===== config.mk =====
export PLATFORM = sky130hd
export DESIGN_NAME = two_class_buffer_allocator
export DESIGN_NICKNAME = d
export VERILOG_FILES = /design/src/rtl/tcba_pkg.sv /design/src/rtl/two_class_buffer_allocator.sv /design/src/rtl/tcba_decode.sv
export SDC_FILE = /design/constraint.sdc
export NUM_CORES = 1
export LEC_CHECK = 0
export BUFFER_PORTS_ARGS = -buffer_cell sky130_fd_sc_hd__buf_2
export CAP_MARGIN = 20
export CORE_AREA = 2 2 129 131
export DETAILED_ROUTE_END_ITERATION = 12
export DIE_AREA = 0 0 131 133
export PLACE_DENSITY = 0.74
export SYNTH_ARGS = -nofsm -noshare
export SYNTH_HDL_FRONTEND = slang
export SYNTH_HIERARCHICAL = 1
export SYNTH_SLANG_ARGS = --single-unit

===== constraint.sdc =====
create_clock -name clock -period 3.35 [get_ports clock]
set_input_delay 0.335 -clock clock [delete_from_list [all_inputs] [get_ports clock]]
set_output_delay 0.335 -clock clock [all_outputs]
set_load 0.1 [all_outputs]

===== src/rtl/tcba_pkg.sv =====
// ----------------------------------------------------------------------------
// Two-class buffer allocator package
// Shared sizes, codes and types for the allocator and its request decoder.
// ----------------------------------------------------------------------------
package tcba_pkg;

   // Pool sizes. Large handles come first, small handles follow them.
   localparam int NUM_LARGE = 8;
   localparam int NUM_SMALL = 8;
   localparam int NUM_TOTAL = NUM_LARGE + NUM_SMALL;

   // Fixed field widths.
   localparam int HANDLE_W = 4;
   localparam int SIZE_W   = 16;
   localparam int FREE_W   = 4;
   localparam int CSR_IDX_W = 2;

   // Derived widths of the free lists.
   localparam int LARGE_PTR_W = (NUM_LARGE > 1) ? $clog2(NUM_LARGE) : 1;
   localparam int SMALL_PTR_W = (NUM_SMALL > 1) ? $clog2(NUM_SMALL) : 1;
   localparam int LARGE_CNT_W = $clog2(NUM_LARGE + 1);
   localparam int SMALL_CNT_W = $clog2(NUM_SMALL + 1);

   // Width wide enough to compare a handle against the pool boundaries.
   localparam int HCMP_W = (HANDLE_W > $clog2(NUM_TOTAL + 1)) ?
                           HANDLE_W : $clog2(NUM_TOTAL + 1);

   // Reset values of the limit registers.
   localparam logic [SIZE_W-1:0] SMALL_LIMIT_RST = SIZE_W'(32);
   localparam logic [SIZE_W-1:0] LARGE_LIMIT_RST = SIZE_W'(128);

   // Configuration register indexes.
   localparam logic [CSR_IDX_W-1:0] CSR_SMALL_LIMIT = CSR_IDX_W'(0);
   localparam logic [CSR_IDX_W-1:0] CSR_LARGE_LIMIT = CSR_IDX_W'(1);

   typedef enum logic {
      CMD_ALLOC = 1'b0,
      CMD_FREE  = 1'b1
   } cmd_type;

   typedef enum logic [1:0] {
      ST_OK      = 2'd0,
      ST_EMPTY   = 2'd1,
      ST_TOO_BIG = 2'd2,
      ST_BAD     = 2'd3
   } status_type;

   // Fill flags of both free lists, seen by the decoder.
   typedef struct packed {
      logic small_empty;
      logic small_full;
      logic large_empty;
      logic large_full;
   } pool_flags_type;

   // List operations and the status chosen for one request.
   typedef struct packed {
      logic       pop_small;
      logic       pop_large;
      logic       push_small;
      logic       push_large;
      status_type status;
   } list_op_type;

endpackage


===== src/rtl/two_class_buffer_allocator.sv =====
// ----------------------------------------------------------------------------
// Two-class buffer allocator
// Hands out and takes back fixed buffer handles from a large and a small pool.
// ----------------------------------------------------------------------------
// The allocator accepts one request per clock cycle while req_stall is low and
// returns exactly one response for each request, in order. Each request is
// held in the input register, then the decode and free-list update pass loads
// the response register. An allocate request whose size is at most
// small_limit pops the head of the small free list; a size above small_limit
// but at most large_limit pops the large list; a larger size fails with status
// "too large". An empty chosen list fails with status "empty" and never falls
// back to the other pool. A free request pushes the handle onto the tail of
// its own pool's list (large handles are 0 to NUM_LARGE-1, small handles
// follow); a handle past the last pool, or a push into a full list, returns
// status "bad" and changes nothing. Double frees are not detected. Every
// response carries the free counts of both pools after the request. After
// reset both lists hold their handles in ascending order and the limits are
// 32 and 128. The limits may only be rewritten while no request is in flight.
module two_class_buffer_allocator (
   input  logic                              clock,
   input  logic                              reset,

   // Request channel.
   input  logic                              req_valid,
   output logic                              req_stall,
   input  logic                              req_cmd,
   input  logic [tcba_pkg::SIZE_W-1:0]       req_size,
   input  logic [tcba_pkg::HANDLE_W-1:0]     req_handle_in,

   // Response channel.
   output logic                              rsp_valid,
   input  logic                              rsp_stall,
   output logic [1:0]                        rsp_status,
   output logic [tcba_pkg::HANDLE_W-1:0]     rsp_handle_out,
   output logic [tcba_pkg::FREE_W-1:0]       rsp_small_free,
   output logic [tcba_pkg::FREE_W-1:0]       rsp_large_free,

   // Configuration write channel.
   input  logic                              csr_valid,
   output logic                              csr_ready,
   input  logic [tcba_pkg::CSR_IDX_W-1:0]    csr_index,
   input  logic [tcba_pkg::SIZE_W-1:0]       csr_data
);

   localparam int NL  = tcba_pkg::NUM_LARGE;
   localparam int NS  = tcba_pkg::NUM_SMALL;
   localparam int LPW = tcba_pkg::LARGE_PTR_W;
   localparam int SPW = tcba_pkg::SMALL_PTR_W;
   localparam int LCW = tcba_pkg::LARGE_CNT_W;
   localparam int SCW = tcba_pkg::SMALL_CNT_W;
   localparam int HW  = tcba_pkg::HANDLE_W;

   // ------------------------------------------------------------------------
   // Configuration registers. The port never pushes back.
   // ------------------------------------------------------------------------
   logic [tcba_pkg::SIZE_W-1:0] small_limit_ff;
   logic [tcba_pkg::SIZE_W-1:0] large_limit_ff;

   assign csr_ready = 1'b1;

   always_ff @(posedge clock) begin
      if (reset) begin
         small_limit_ff <= tcba_pkg::SMALL_LIMIT_RST;
         large_limit_ff <= tcba_pkg::LARGE_LIMIT_RST;
      end else if (csr_valid && csr_ready) begin
         if (csr_index == tcba_pkg::CSR_SMALL_LIMIT) begin
            small_limit_ff <= csr_data;
         end
         if (csr_index == tcba_pkg::CSR_LARGE_LIMIT) begin
            large_limit_ff <= csr_data;
         end
      end
   end

   // ------------------------------------------------------------------------
   // Handshake. The input register moves on whenever the response register
   // is empty or being drained in the same cycle.
   // ------------------------------------------------------------------------
   logic                        s1_valid_ff;
   tcba_pkg::cmd_type           s1_cmd_ff;
   logic [tcba_pkg::SIZE_W-1:0] s1_size_ff;
   logic [HW-1:0]               s1_handle_ff;
   logic                        rsp_valid_ff;
   logic                        out_free;
   logic                        s1_fire;
   logic                        req_fire;

   assign out_free  = !rsp_valid_ff || !rsp_stall;
   assign s1_fire   = s1_valid_ff && out_free;
   assign req_stall = s1_valid_ff && !out_free;
   assign req_fire  = req_valid && !req_stall;

   always_ff @(posedge clock) begin
      if (reset) begin
         s1_valid_ff <= 1'b0;
      end else if (req_fire) begin
         s1_valid_ff <= 1'b1;
      end else if (s1_fire) begin
         s1_valid_ff <= 1'b0;
      end
   end

   always_ff @(posedge clock) begin
      if (req_fire) begin
         s1_cmd_ff    <= tcba_pkg::cmd_type'(req_cmd);
         s1_size_ff   <= req_size;
         s1_handle_ff <= req_handle_in;
      end
   end

   // ------------------------------------------------------------------------
   // Free lists: a circular buffer per pool with head pointer and count.
   // ------------------------------------------------------------------------
   logic [HW-1:0]  large_list_ff [NL];
   logic [LPW-1:0] large_head_ff;
   logic [LCW-1:0] large_cnt_ff;
   logic [HW-1:0]  small_list_ff [NS];
   logic [SPW-1:0] small_head_ff;
   logic [SCW-1:0] small_cnt_ff;

   logic [LPW-1:0] large_head_in;
   logic [LCW-1:0] large_cnt_in;
   logic [SPW-1:0] small_head_in;
   logic [SCW-1:0] small_cnt_in;

   logic [LCW:0]   large_tail_sum;
   logic [LCW:0]   large_tail_wrap;
   logic [LPW-1:0] large_tail;
   logic [SCW:0]   small_tail_sum;
   logic [SCW:0]   small_tail_wrap;
   logic [SPW-1:0] small_tail;

   tcba_pkg::pool_flags_type flags;
   tcba_pkg::list_op_type    op;
   logic                     do_pop_large;
   logic                     do_pop_small;
   logic                     do_push_large;
   logic                     do_push_small;

   assign flags.large_empty = (large_cnt_ff == '0);
   assign flags.large_full  = (large_cnt_ff == LCW'(NL));
   assign flags.small_empty = (small_cnt_ff == '0);
   assign flags.small_full  = (small_cnt_ff == SCW'(NS));

   tcba_decode u_decode (
      .cmd         (s1_cmd_ff),
      .req_size    (s1_size_ff),
      .handle_in   (s1_handle_ff),
      .small_limit (small_limit_ff),
      .large_limit (large_limit_ff),
      .flags       (flags),
      .op          (op)
   );

   assign do_pop_large  = s1_fire && op.pop_large;
   assign do_pop_small  = s1_fire && op.pop_small;
   assign do_push_large = s1_fire && op.push_large;
   assign do_push_small = s1_fire && op.push_small;

   // The tail sits count entries past the head, modulo the list depth.
   assign large_tail_sum  = (LCW+1)'(large_head_ff) + (LCW+1)'(large_cnt_ff);
   assign large_tail_wrap = (large_tail_sum >= (LCW+1)'(NL)) ?
                            large_tail_sum - (LCW+1)'(NL) : large_tail_sum;
   assign large_tail      = large_tail_wrap[LPW-1:0];
   assign small_tail_sum  = (SCW+1)'(small_head_ff) + (SCW+1)'(small_cnt_ff);
   assign small_tail_wrap = (small_tail_sum >= (SCW+1)'(NS)) ?
                            small_tail_sum - (SCW+1)'(NS) : small_tail_sum;
   assign small_tail      = small_tail_wrap[SPW-1:0];

   always_comb begin
      large_head_in = large_head_ff;
      large_cnt_in  = large_cnt_ff;
      small_head_in = small_head_ff;
      small_cnt_in  = small_cnt_ff;
      if (do_pop_large) begin
         large_head_in = (large_head_ff == LPW'(NL - 1)) ? '0 : large_head_ff + 1'b1;
         large_cnt_in  = large_cnt_ff - 1'b1;
      end
      if (do_push_large) begin
         large_cnt_in = large_cnt_ff + 1'b1;
      end
      if (do_pop_small) begin
         small_head_in = (small_head_ff == SPW'(NS - 1)) ? '0 : small_head_ff + 1'b1;
         small_cnt_in  = small_cnt_ff - 1'b1;
      end
      if (do_push_small) begin
         small_cnt_in = small_cnt_ff + 1'b1;
      end
   end

   always_ff @(posedge clock) begin
      if (reset) begin
         large_head_ff <= '0;
         large_cnt_ff  <= LCW'(NL);
         small_head_ff <= '0;
         small_cnt_ff  <= SCW'(NS);
         for (int i = 0; i < NL; i++) begin
            large_list_ff[i] <= HW'(i);
         end
         for (int i = 0; i < NS; i++) begin
            small_list_ff[i] <= HW'(NL + i);
         end
      end else begin
         large_head_ff <= large_head_in;
         large_cnt_ff  <= large_cnt_in;
         small_head_ff <= small_head_in;
         small_cnt_ff  <= small_cnt_in;
         if (do_push_large) begin
            large_list_ff[large_tail] <= s1_handle_ff;
         end
         if (do_push_small) begin
            small_list_ff[small_tail] <= s1_handle_ff;
         end
      end
   end

   // ------------------------------------------------------------------------
   // Response register. The handle reads as zero unless an allocate succeeds.
   // ------------------------------------------------------------------------
   tcba_pkg::status_type rsp_status_ff;
   logic [HW-1:0]        rsp_handle_ff;
   logic [HW-1:0]        rsp_handle_in;
   logic [tcba_pkg::FREE_W-1:0] rsp_small_ff;
   logic [tcba_pkg::FREE_W-1:0] rsp_large_ff;

   always_comb begin
      priority if (op.pop_small) begin
         rsp_handle_in = small_list_ff[small_head_ff];
      end else if (op.pop_large) begin
         rsp_handle_in = large_list_ff[large_head_ff];
      end else begin
         rsp_handle_in = '0;
      end
   end

   always_ff @(posedge clock) begin
      if (reset) begin
         rsp_valid_ff <= 1'b0;
      end else if (s1_fire) begin
         rsp_valid_ff <= 1'b1;
      end else if (!rsp_stall) begin
         rsp_valid_ff <= 1'b0;
      end
   end

   always_ff @(posedge clock) begin
      if (s1_fire) begin
         rsp_status_ff <= op.status;
         rsp_handle_ff <= rsp_handle_in;
         rsp_small_ff  <= tcba_pkg::FREE_W'(small_cnt_in);
         rsp_large_ff  <= tcba_pkg::FREE_W'(large_cnt_in);
      end
   end

   assign rsp_valid      = rsp_valid_ff;
   assign rsp_status     = rsp_status_ff;
   assign rsp_handle_out = rsp_handle_ff;
   assign rsp_small_free = rsp_small_ff;
   assign rsp_large_free = rsp_large_ff;

   // ------------------------------------------------------------------------
   // Assertions.
   // ------------------------------------------------------------------------
   a_large_cnt_range: assert property (@(posedge clock) disable iff (reset)
      large_cnt_ff <= LCW'(NL))
      else $error("large free count exceeds pool size");

   a_small_cnt_range: assert property (@(posedge clock) disable iff (reset)
      small_cnt_ff <= SCW'(NS))
      else $error("small free count exceeds pool size");

   a_small_pop_count: assert property (@(posedge clock) disable iff (reset)
      (s1_fire && op.pop_small) |=> (small_cnt_ff == $past(small_cnt_ff) - 1'b1))
      else $error("small pop did not lower the free count by one");

   a_handle_zero: assert property (@(posedge clock) disable iff (reset)
      (rsp_valid_ff && rsp_status_ff != tcba_pkg::ST_OK) |-> (rsp_handle_ff == '0))
      else $error("failed request returned a nonzero handle");

endmodule


===== src/rtl/tcba_decode.sv =====
// ----------------------------------------------------------------------------
// Two-class buffer allocator request decoder
// Picks the pool and the list operation for one request and sets its status.
// ----------------------------------------------------------------------------
module tcba_decode (
   input  tcba_pkg::cmd_type                cmd,
   input  logic [tcba_pkg::SIZE_W-1:0]      req_size,
   input  logic [tcba_pkg::HANDLE_W-1:0]    handle_in,
   input  logic [tcba_pkg::SIZE_W-1:0]      small_limit,
   input  logic [tcba_pkg::SIZE_W-1:0]      large_limit,
   input  tcba_pkg::pool_flags_type         flags,
   output tcba_pkg::list_op_type            op
);

   logic [tcba_pkg::HCMP_W-1:0] handle_x;

   assign handle_x = tcba_pkg::HCMP_W'(handle_in);

   always_comb begin
      op            = '0;
      op.status     = tcba_pkg::ST_OK;
      unique case (cmd)
         tcba_pkg::CMD_ALLOC: begin
            // The large limit is tested first, so a size within both limits
            // always goes to the small pool.
            priority if (req_size > large_limit) begin
               op.status = tcba_pkg::ST_TOO_BIG;
            end else if (req_size <= small_limit) begin
               if (flags.small_empty) begin
                  op.status = tcba_pkg::ST_EMPTY;
               end else begin
                  op.pop_small = 1'b1;
               end
            end else begin
               if (flags.large_empty) begin
                  op.status = tcba_pkg::ST_EMPTY;
               end else begin
                  op.pop_large = 1'b1;
               end
            end
         end
         tcba_pkg::CMD_FREE: begin
            priority if (handle_x >= tcba_pkg::HCMP_W'(tcba_pkg::NUM_TOTAL)) begin
               op.status = tcba_pkg::ST_BAD;
            end else if (handle_x >= tcba_pkg::HCMP_W'(tcba_pkg::NUM_LARGE)) begin
               if (flags.small_full) begin
                  op.status = tcba_pkg::ST_BAD;
               end else begin
                  op.push_small = 1'b1;
               end
            end else begin
               if (flags.large_full) begin
                  op.status = tcba_pkg::ST_BAD;
               end else begin
                  op.push_large = 1'b1;
               end
            end
         end
         default: begin
            op.status = tcba_pkg::ST_BAD;
         end
      endcase
   end

endmodule

==> summary.md, run 1 <==
## Timing
* **transition time at the pin with the least slew margin** 0.808 ns
* **worst-case clock skew** 0.00715 ns
* **Max-Slew Margin vs Limit** 46.1%
* **final max-slew violation count** 0
* **endpoints failing setup** 0
* **final worst-path cycle share** 89.3%
* **number of hold violations in the final report** 0
* **final critical-path required period** 2.99 ns
* **setup tns final** 0 ns
* **RSZ-0062 raised after global routing** false
* **maximum clock frequency** 334 MHz

## Die
* **row cnt** 47
* **IO Pins** 61
* **chip height** 133 um
* **starting density of the core** 45.5%
* **Die Outline Area** 17400 um2
* **Die Wd** 131 um
* **total core area** 16200 um2

## Synth
* **Mapped Nets** 736
* **EDFF count, synth** 99
* **sequential-to-total area share from yosys stat** 55.1%
* **dominant synthesized flop cell** sky130_fd_sc_hd__edfxtp_1
* **number of distinct library cells after synthesis** 61
* **total number of yosys warnings** 6
* **mapped cell area** 7360 um2
* **Synth Register Bits** 153
* **synthesized area per cell** 11.4 um2
* **proportion of synthesized flip-flops having asynchronous set or reset** 0%
* **gate count after technology mapping** 648

## Pwr
* **cell leakage power** 2.98 nW
* **P per Cell Area** 513 nW/um2
* **Worst IR Drop VDD** 0.304 mV

## Min path
* **kind of path behind the tightest hold check** input port to flip-flop

## Clock network
* **clock input transition at the sequential cells of the worst setup and hold paths** 0.06 ns
* **buffers from clock root to sink, at most** 2
* **Num Clock Sinks** 153
* **deepest level of the CTS H-tree** 4
* **quantity of gates resized following cts** 0
* **post-CTS setup buffer count** 0
* **TritonCTS clock tree** done
* **worst skew pair latency** 0.42 ns
* **CTS hold repair buffers** 0
* **number of CTS-inserted buffers** 17
* **buffer type at the clock tree root** sky130_fd_sc_hd__clkbuf_16

## Setup path
* **Largest delay share family, worst path** simple AND/OR/NAND/NOR gates
* **sort of element at the end of the critical path** flip-flop
* **Crit path buffers/inverters** 1
* **Worst path slowest cell** sky130_fd_sc_hd__edfxtp_1
* **startpoint type of the worst setup path** flip-flop
* **largest stage delay on the critical path** 0.42 ns
* **maximum fanout along the worst path** 8
* **required time reported for the critical path endpoint** 3.68 ns
* **worst setup path class** flip-flop to flip-flop
* **Arr. time, crit path** 3.32 ns
* **cell chain of the critical path** ha_1 > nand4_1 > nor2_1 > a221o_1 > nor3_1 > a21oi_2 > nor4b_1 > buf_4 > nand2_1 > or3_1 > a21oi_1

## Route
* **count of antenna-violating nets left after detailed routing** 0
* **Vias/cell** 5.31
* **wirelength, routed** 15800 um
* **post-detailed-route wirelength per cell** 16.9 um
* **count of vias placed by the detailed router** 4962
* **total iterations of the first detailed-routing run** 4
* **DRC** 0
* **Iter 0 DRT Violations** 343

## Layout
* **# diodes** 0
* **total area of multi-input combinational cells** 3020 um2
* **layout net count** 789
* **layout cell share with drive strength beyond 1** 21.1%
* **area growth from synthesis to final layout** 14.7%
* **final non-filler cell area** 8440 um2
* **number of filler instances in the final layout** 1377
* **area taken by flip-flops and latches** 4050 um2
* **final instance count without filler cells** 934

## Status
* **outcome** finished clean

## Global route
* **overall track demand over capacity in global routing** 19.3%
* **GR Overflow Total** 0
* **global-route wire length before repair** 25700 um
* **antenna violations before repair** 0
* **largest net degree at the start of global routing** 45
* **via count of the first global-routing pass** 5187

## Place
* **routability congestion estimate** 0.822
* **cell count after placement** 902
* **DP Area** 7860 um2
* **Port Buffers** 59
* **placed wire-length estimate after detailed placement** 11300 um

## Job
* **maxcap violations** 0

-- registers in the layout (all words and copies together), names as in the netlist, 2 cells and up, named ones only --
signal and cells:
large_cnt_ff 4, large_head_ff 3, large_limit_ff 16, large_list_ff 32
rsp_handle_out 4, rsp_large_free 4, rsp_small_free 4, rsp_status 2
s1_handle_ff 4, s1_size_ff 16, small_cnt_ff 4, small_head_ff 3
small_limit_ff 16, small_list_ff 32
-- per-stage QoR --
stage	total power, mW	hold slack, ns	setup slack, ns	utilization (%)
2_1_floorplan	2.38	0.434	0.394	-
3_3_place_gp	2.47	0.444	0.634	48.6
3_5_place_dp	2.49	0.448	0.517	48.6
4_1_cts	4.35	0.0715	0.401	52.2
5_1_grt	4.45	0.0710	0.231	52.2
6_report	4.33	0.0875	0.358	52.2
-- cell usage after synthesis (all sizes together), types with 2 or more instances --
cell type | count | area share, %
nand2 | 107 | 5.5
o211ai | 2 | 0.20
nor3 | 11 | 0.75
and3 | 3 | 0.26
inv | 43 | 2.2
xor2 | 4 | 0.48
and3b | 5 | 0.60
nand3 | 12 | 0.82
mux2 | 6 | 0.92
or3 | 5 | 0.49
nor2b | 11 | 0.94
fa | 2 | 0.54
a21o | 3 | 0.31
buf | 8 | 0.53
a21oi | 57 | 3.9
xnor2 | 2 | 0.24
clkbuf | 25 | 1.3
nand2b | 14 | 1.2
ha | 42 | 7.1
nor4b | 2 | 0.32
and4 | 2 | 0.24
and2 | 12 | 1.0
nor4 | 8 | 0.85
nand4b | 3 | 0.36
nand3b | 6 | 0.61
mux4 | 16 | 4.9
dfxtp | 54 | 15
edfxtp | 99 | 40
a21boi | 2 | 0.31
nand4 | 7 | 0.88
o21ai | 9 | 0.61
nor2 | 25 | 1.3
nor3b | 4 | 0.41
or2 | 16 | 1.4
mux2i | 7 | 0.95
xnor3 | 2 | 0.61
-- worst register-to-register path, delay by kind of cell, from the launching register on --
family | cells | cell delay [ns]
AND/OR/NAND/NOR | 6 | 1.27
AO/OA/AOI/OAI | 3 | 0.61
buffers and inverters | 1 | 0.22
adder cells (fa/ha/maj) | 1 | 0.37
flip-flops | 1 | 0.42
-- final timing paths --
| kind | startpoint | to | slack (ns) | cells after the start |
|---|---|---|---|---|
| setup / recovery | s1_size_ff[14] | large_head_ff[0] | 0.36 | 11 |
| hold / removal | req_size[12] | s1_size_ff[12] | 0.09 | 1 |
| setup reg to reg | s1_size_ff[14] | large_head_ff[0] | 0.36 | 11 |
| hold reg to reg | small_limit_ff[2] | small_limit_ff[2] | 0.45 | 2 |
-- cell type report --
type                            count  share of cell area [%]
Sequential cell                   153                    48.0
Multi-Input combinational cell    419                    35.7
Clock buffer                       18                    5.09
Timing Repair Buffer               67                    4.21
Tap cell                          220                    3.26
Inverter                           43                    1.91
Clock inverter                     14                    1.74
-- logic make-up after synthesis --
kind of cell,after synthesis,share of synthesized area (%)
buffers and inverters,76,4.01
multiplexers,29,6.77
AO/OA/AOI/OAI,80,6.45
AND/OR/NAND/NOR,256,18.3
adder cells (fa/ha/maj),44,7.69
XOR/XNOR,9,1.65
flip-flops,153,55.1
other,1,0.0510
-- per-layer routing --
| layer | vias to the layer above | global-route usage, % | wire (um) |
|---|---|---|---|
| li1 | 2389 | - | - |
| met2 | 151 | 32.7 | 7950 |
| met3 | 38 | 3.48 | 651 |
| met1 | 2384 | 23.2 | 6650 |
| met5 | - | 0 | 0 |
| met4 | 0 | 10.0 | 542 |
-- cell usage in the layout, fill, tap and decap left out, drive strengths merged, types with 11 or more instances in the layout --
cell type | synthesis | routed
inv | 43 | 47
and2 | 12 | 12
clkbuf | 25 | 18
dfxtp | 54 | 54
nor2 | 25 | 25
nand2 | 107 | 107
nor2b | 11 | 11
ha | 42 | 42
buf | 8 | 67
or2 | 16 | 16
edfxtp | 99 | 99
a21oi | 57 | 57
nand3 | 12 | 12
nor3 | 11 | 11
mux4 | 16 | 16
nand2b | 14 | 14
-- where the power goes --
part / internal [mW] / total (mW) / switching [mW]
sequential: 2.06 / 2.10 / 0.0350
combinational: 0.119 / 0.359 / 0.240
clock: 1.10 / 1.87 / 0.773
total: 3.28 / 4.33 / 1.05
Note: power is estimated with default switching activity, not from simulation.
==> run 2: changes to the inputs <==
--- a/config.mk
+++ b/config.mk
@@ -7,10 +7,10 @@
 export LEC_CHECK = 0
 export BUFFER_PORTS_ARGS = -buffer_cell sky130_fd_sc_hd__buf_2
 export CAP_MARGIN = 20
-export CORE_AREA = 2 2 129 131
+export CORE_AREA = 2 2 114 116
 export DETAILED_ROUTE_END_ITERATION = 12
-export DIE_AREA = 0 0 131 133
-export PLACE_DENSITY = 0.74
+export DIE_AREA = 0 0 116 118
+export PLACE_DENSITY = 0.89
 export SYNTH_ARGS = -nofsm -noshare
 export SYNTH_HDL_FRONTEND = slang
 export SYNTH_HIERARCHICAL = 1
==> run 2 against run 1 <==
Register-to-register slack is essentially flat. First-iteration DRC count grew 6.1%. Highest routed layer unchanged. Sequential share of layout area grew 0.20 points.
==> summary.md, run 2 (synthesis gave the netlist of run 1 again) <==
## Clock network
* **TritonCTS clock tree** done
* **number of CTS-inserted buffers** 17, unchanged
* **worst skew pair latency** 0.43 ns, about the same
* **clock input transition at the sequential cells of the worst setup and hold paths** 0.06 ns, about the same
* **deepest level of the CTS H-tree** 4, unchanged
* **buffer type at the clock tree root** sky130_fd_sc_hd__clkbuf_16
* **buffers from clock root to sink, at most** 2, unchanged
* **post-CTS setup buffer count** 0, unchanged
* **CTS hold repair buffers** 0, unchanged
* **quantity of gates resized following cts** 0, unchanged
* **Num Clock Sinks** 153, unchanged

## Die
* **starting density of the core** 59.3%, +14 points
* **total core area** 12400 um2, -23%
* **row cnt** 41, -13%
* **Die Wd** 116 um, -11%
* **Die Outline Area** 13700 um2, -21%
* **IO Pins** 61, unchanged
* **chip height** 118 um, -11%

## Layout
* **commonest cells after routing, fill and taps aside** sky130_fd_sc_hd__nand2_1 (107), sky130_fd_sc_hd__edfxtp_1 (99), sky130_fd_sc_hd__buf_2 (59)
* **layout net count** 789, unchanged
* **commonest non-fill, non-tap cell in the layout** sky130_fd_sc_hd__nand2_1
* **layout cell share with drive strength beyond 1** 21.1%, unchanged
* **Largest regs** large_list_ff: 32 flops, small_list_ff: 32 flops
* **# diodes** 0, unchanged
* **area growth from synthesis to final layout** 14.2%

## Timing
* **final max-slew violation count** 0, unchanged
* **worst setup margin** 0.363 ns, +0.00517 ns
* **Max-Slew Margin vs Limit** 47.2%, +1.1 points
* **RSZ-0062 raised after global routing** false
* **setup tns final** 0 ns, unchanged
* **endpoints failing setup** 0, unchanged
* **maximum clock frequency** 335 MHz, +0.17%
* **final critical-path required period** 2.99 ns, -0.00517 ns
* **transition time at the pin with the least slew margin** 0.789 ns, -0.0183 ns
* **worst-case clock skew** 0.0108 ns, +0.00361 ns
* **number of hold violations in the final report** 0, unchanged
* **final worst-path cycle share** 89.2%, -0.15 points

## Route
* **count of vias placed by the detailed router** 5131, +3.4%
* **total iterations of the first detailed-routing run** 7, +3
* **post-detailed-route wirelength per cell** 17.9 um, +6.2%
* **Iter 0 DRT Violations** 364, +6.1%
* **Vias/cell** 5.79, +9.0%
* **wirelength, routed** 15900 um, +0.70%
* **count of antenna-violating nets left after detailed routing** 0, unchanged
* **DRC** 0, unchanged

## Setup path
* **maximum fanout along the worst path** 8, unchanged
* **required time reported for the critical path endpoint** 3.69 ns, about the same
* **depth of the most critical reg-to-reg path** 10, -1
* **startpoint type of the worst setup path** flip-flop
* **sort of element at the end of the critical path** flip-flop
* **Arr. time, crit path** 3.33 ns, about the same
* **worst setup path class** flip-flop to flip-flop

## Place
* **routability congestion estimate** 0.970, +18%
* **Port Buffers** 59, unchanged
* **pre-CTS setup slack** 0.516 ns, -0.000114 ns
* **placed wire-length estimate after detailed placement** 11200 um, -0.73%

## Global route
* **antenna violations before repair** 0, unchanged
* **global-route wire length before repair** 25500 um, -0.70%
* **via count of the first global-routing pass** 5248, +1.2%
* **overall track demand over capacity in global routing** 24.4%, +5.1 points
* **GR Overflow Total** 0, unchanged
* **largest net degree at the start of global routing** 47, +4.4%

## Min path
* **cell depth of the worst min-delay path** 1, unchanged
* **kind of path behind the tightest hold check** input port to flip-flop

## Pwr
* **P per Cell Area** 525 nW/um2, +2.3%
* **Worst IR Drop VDD** 0.534 mV, +76%
* **cell leakage power** 2.98 nW, +0.11%

## Status
* **outcome** finished clean

## Job
* **maxcap violations** 0, unchanged

run 2: layout make-up:
cell class	instances	area (um2)
Tap cell	172	215
Multi-Input combinational cell	419	3020
Fill cell	859	4010
Timing Repair Buffer	67	355
Sequential cell	153	4050
Clock buffer	18	429
Clock inverter	14	171
Inverter	43	161
run 2: worst paths after layout:
path | to | startpoint | slack (ns)
worst max-delay path | large_head_ff[0] | s1_size_ff[15] | 0.36
worst min register to register | large_limit_ff[10] | large_limit_ff[10] | 0.47
worst min-delay path | s1_cmd_ff | req_cmd | 0.08
worst max register to register | large_head_ff[0] | s1_size_ff[15] | 0.36
run 2: layer usage:
layer | GRT usage (%) | vias to the layer above | routed length (um) | part of all wire, %
met1 | 30.3 | 2525 | 6250 | 39
met2 | 41.3 | 195 | 8320 | 52
met5 | 0 | - | 0 | 0
met4 | 10.6 | 0 | 299 | 1.9
li1 | - | 2385 | - | -
met3 | 4.58 | 26 | 1030 | 6.5
run 2: worst max-delay path, cell delays in order (launching register included):
cell and delay, ns:
sky130_fd_sc_hd__edfxtp_1 0.41, sky130_fd_sc_hd__ha_1 0.36, sky130_fd_sc_hd__nand4_2 0.15, sky130_fd_sc_hd__nor4_2 0.40
sky130_fd_sc_hd__a21boi_2 0.25, sky130_fd_sc_hd__o31a_4 0.15, sky130_fd_sc_hd__nor4b_1 0.29, sky130_fd_sc_hd__buf_4 0.22
sky130_fd_sc_hd__nand2_1 0.13, sky130_fd_sc_hd__or3_1 0.35, sky130_fd_sc_hd__a21oi_1 0.18
run 2: per-stage QoR:
step | cells | instance area (um2) | hold slack [ns] | power (mW) | utilization, %
global placement | 854 | 7800 | 0.442 | 2.47 | 62.8
CTS | 886 | 8400 | 0.0714 | 4.41 | 67.7
global route | 886 | 8400 | 0.0743 | 4.53 | 67.7
finish | 886 | 8400 | 0.0772 | 4.41 | 67.7
floorplan | 648 | 7360 | 0.434 | 2.38 | -
detailed placement | 854 | 7800 | 0.448 | 2.49 | 62.8
run 2: report_power, final:
group	switching, mW	internal [mW]
Combinational	0.242	0.119
Clock	0.778	1.17
Sequential	0.0363	2.06
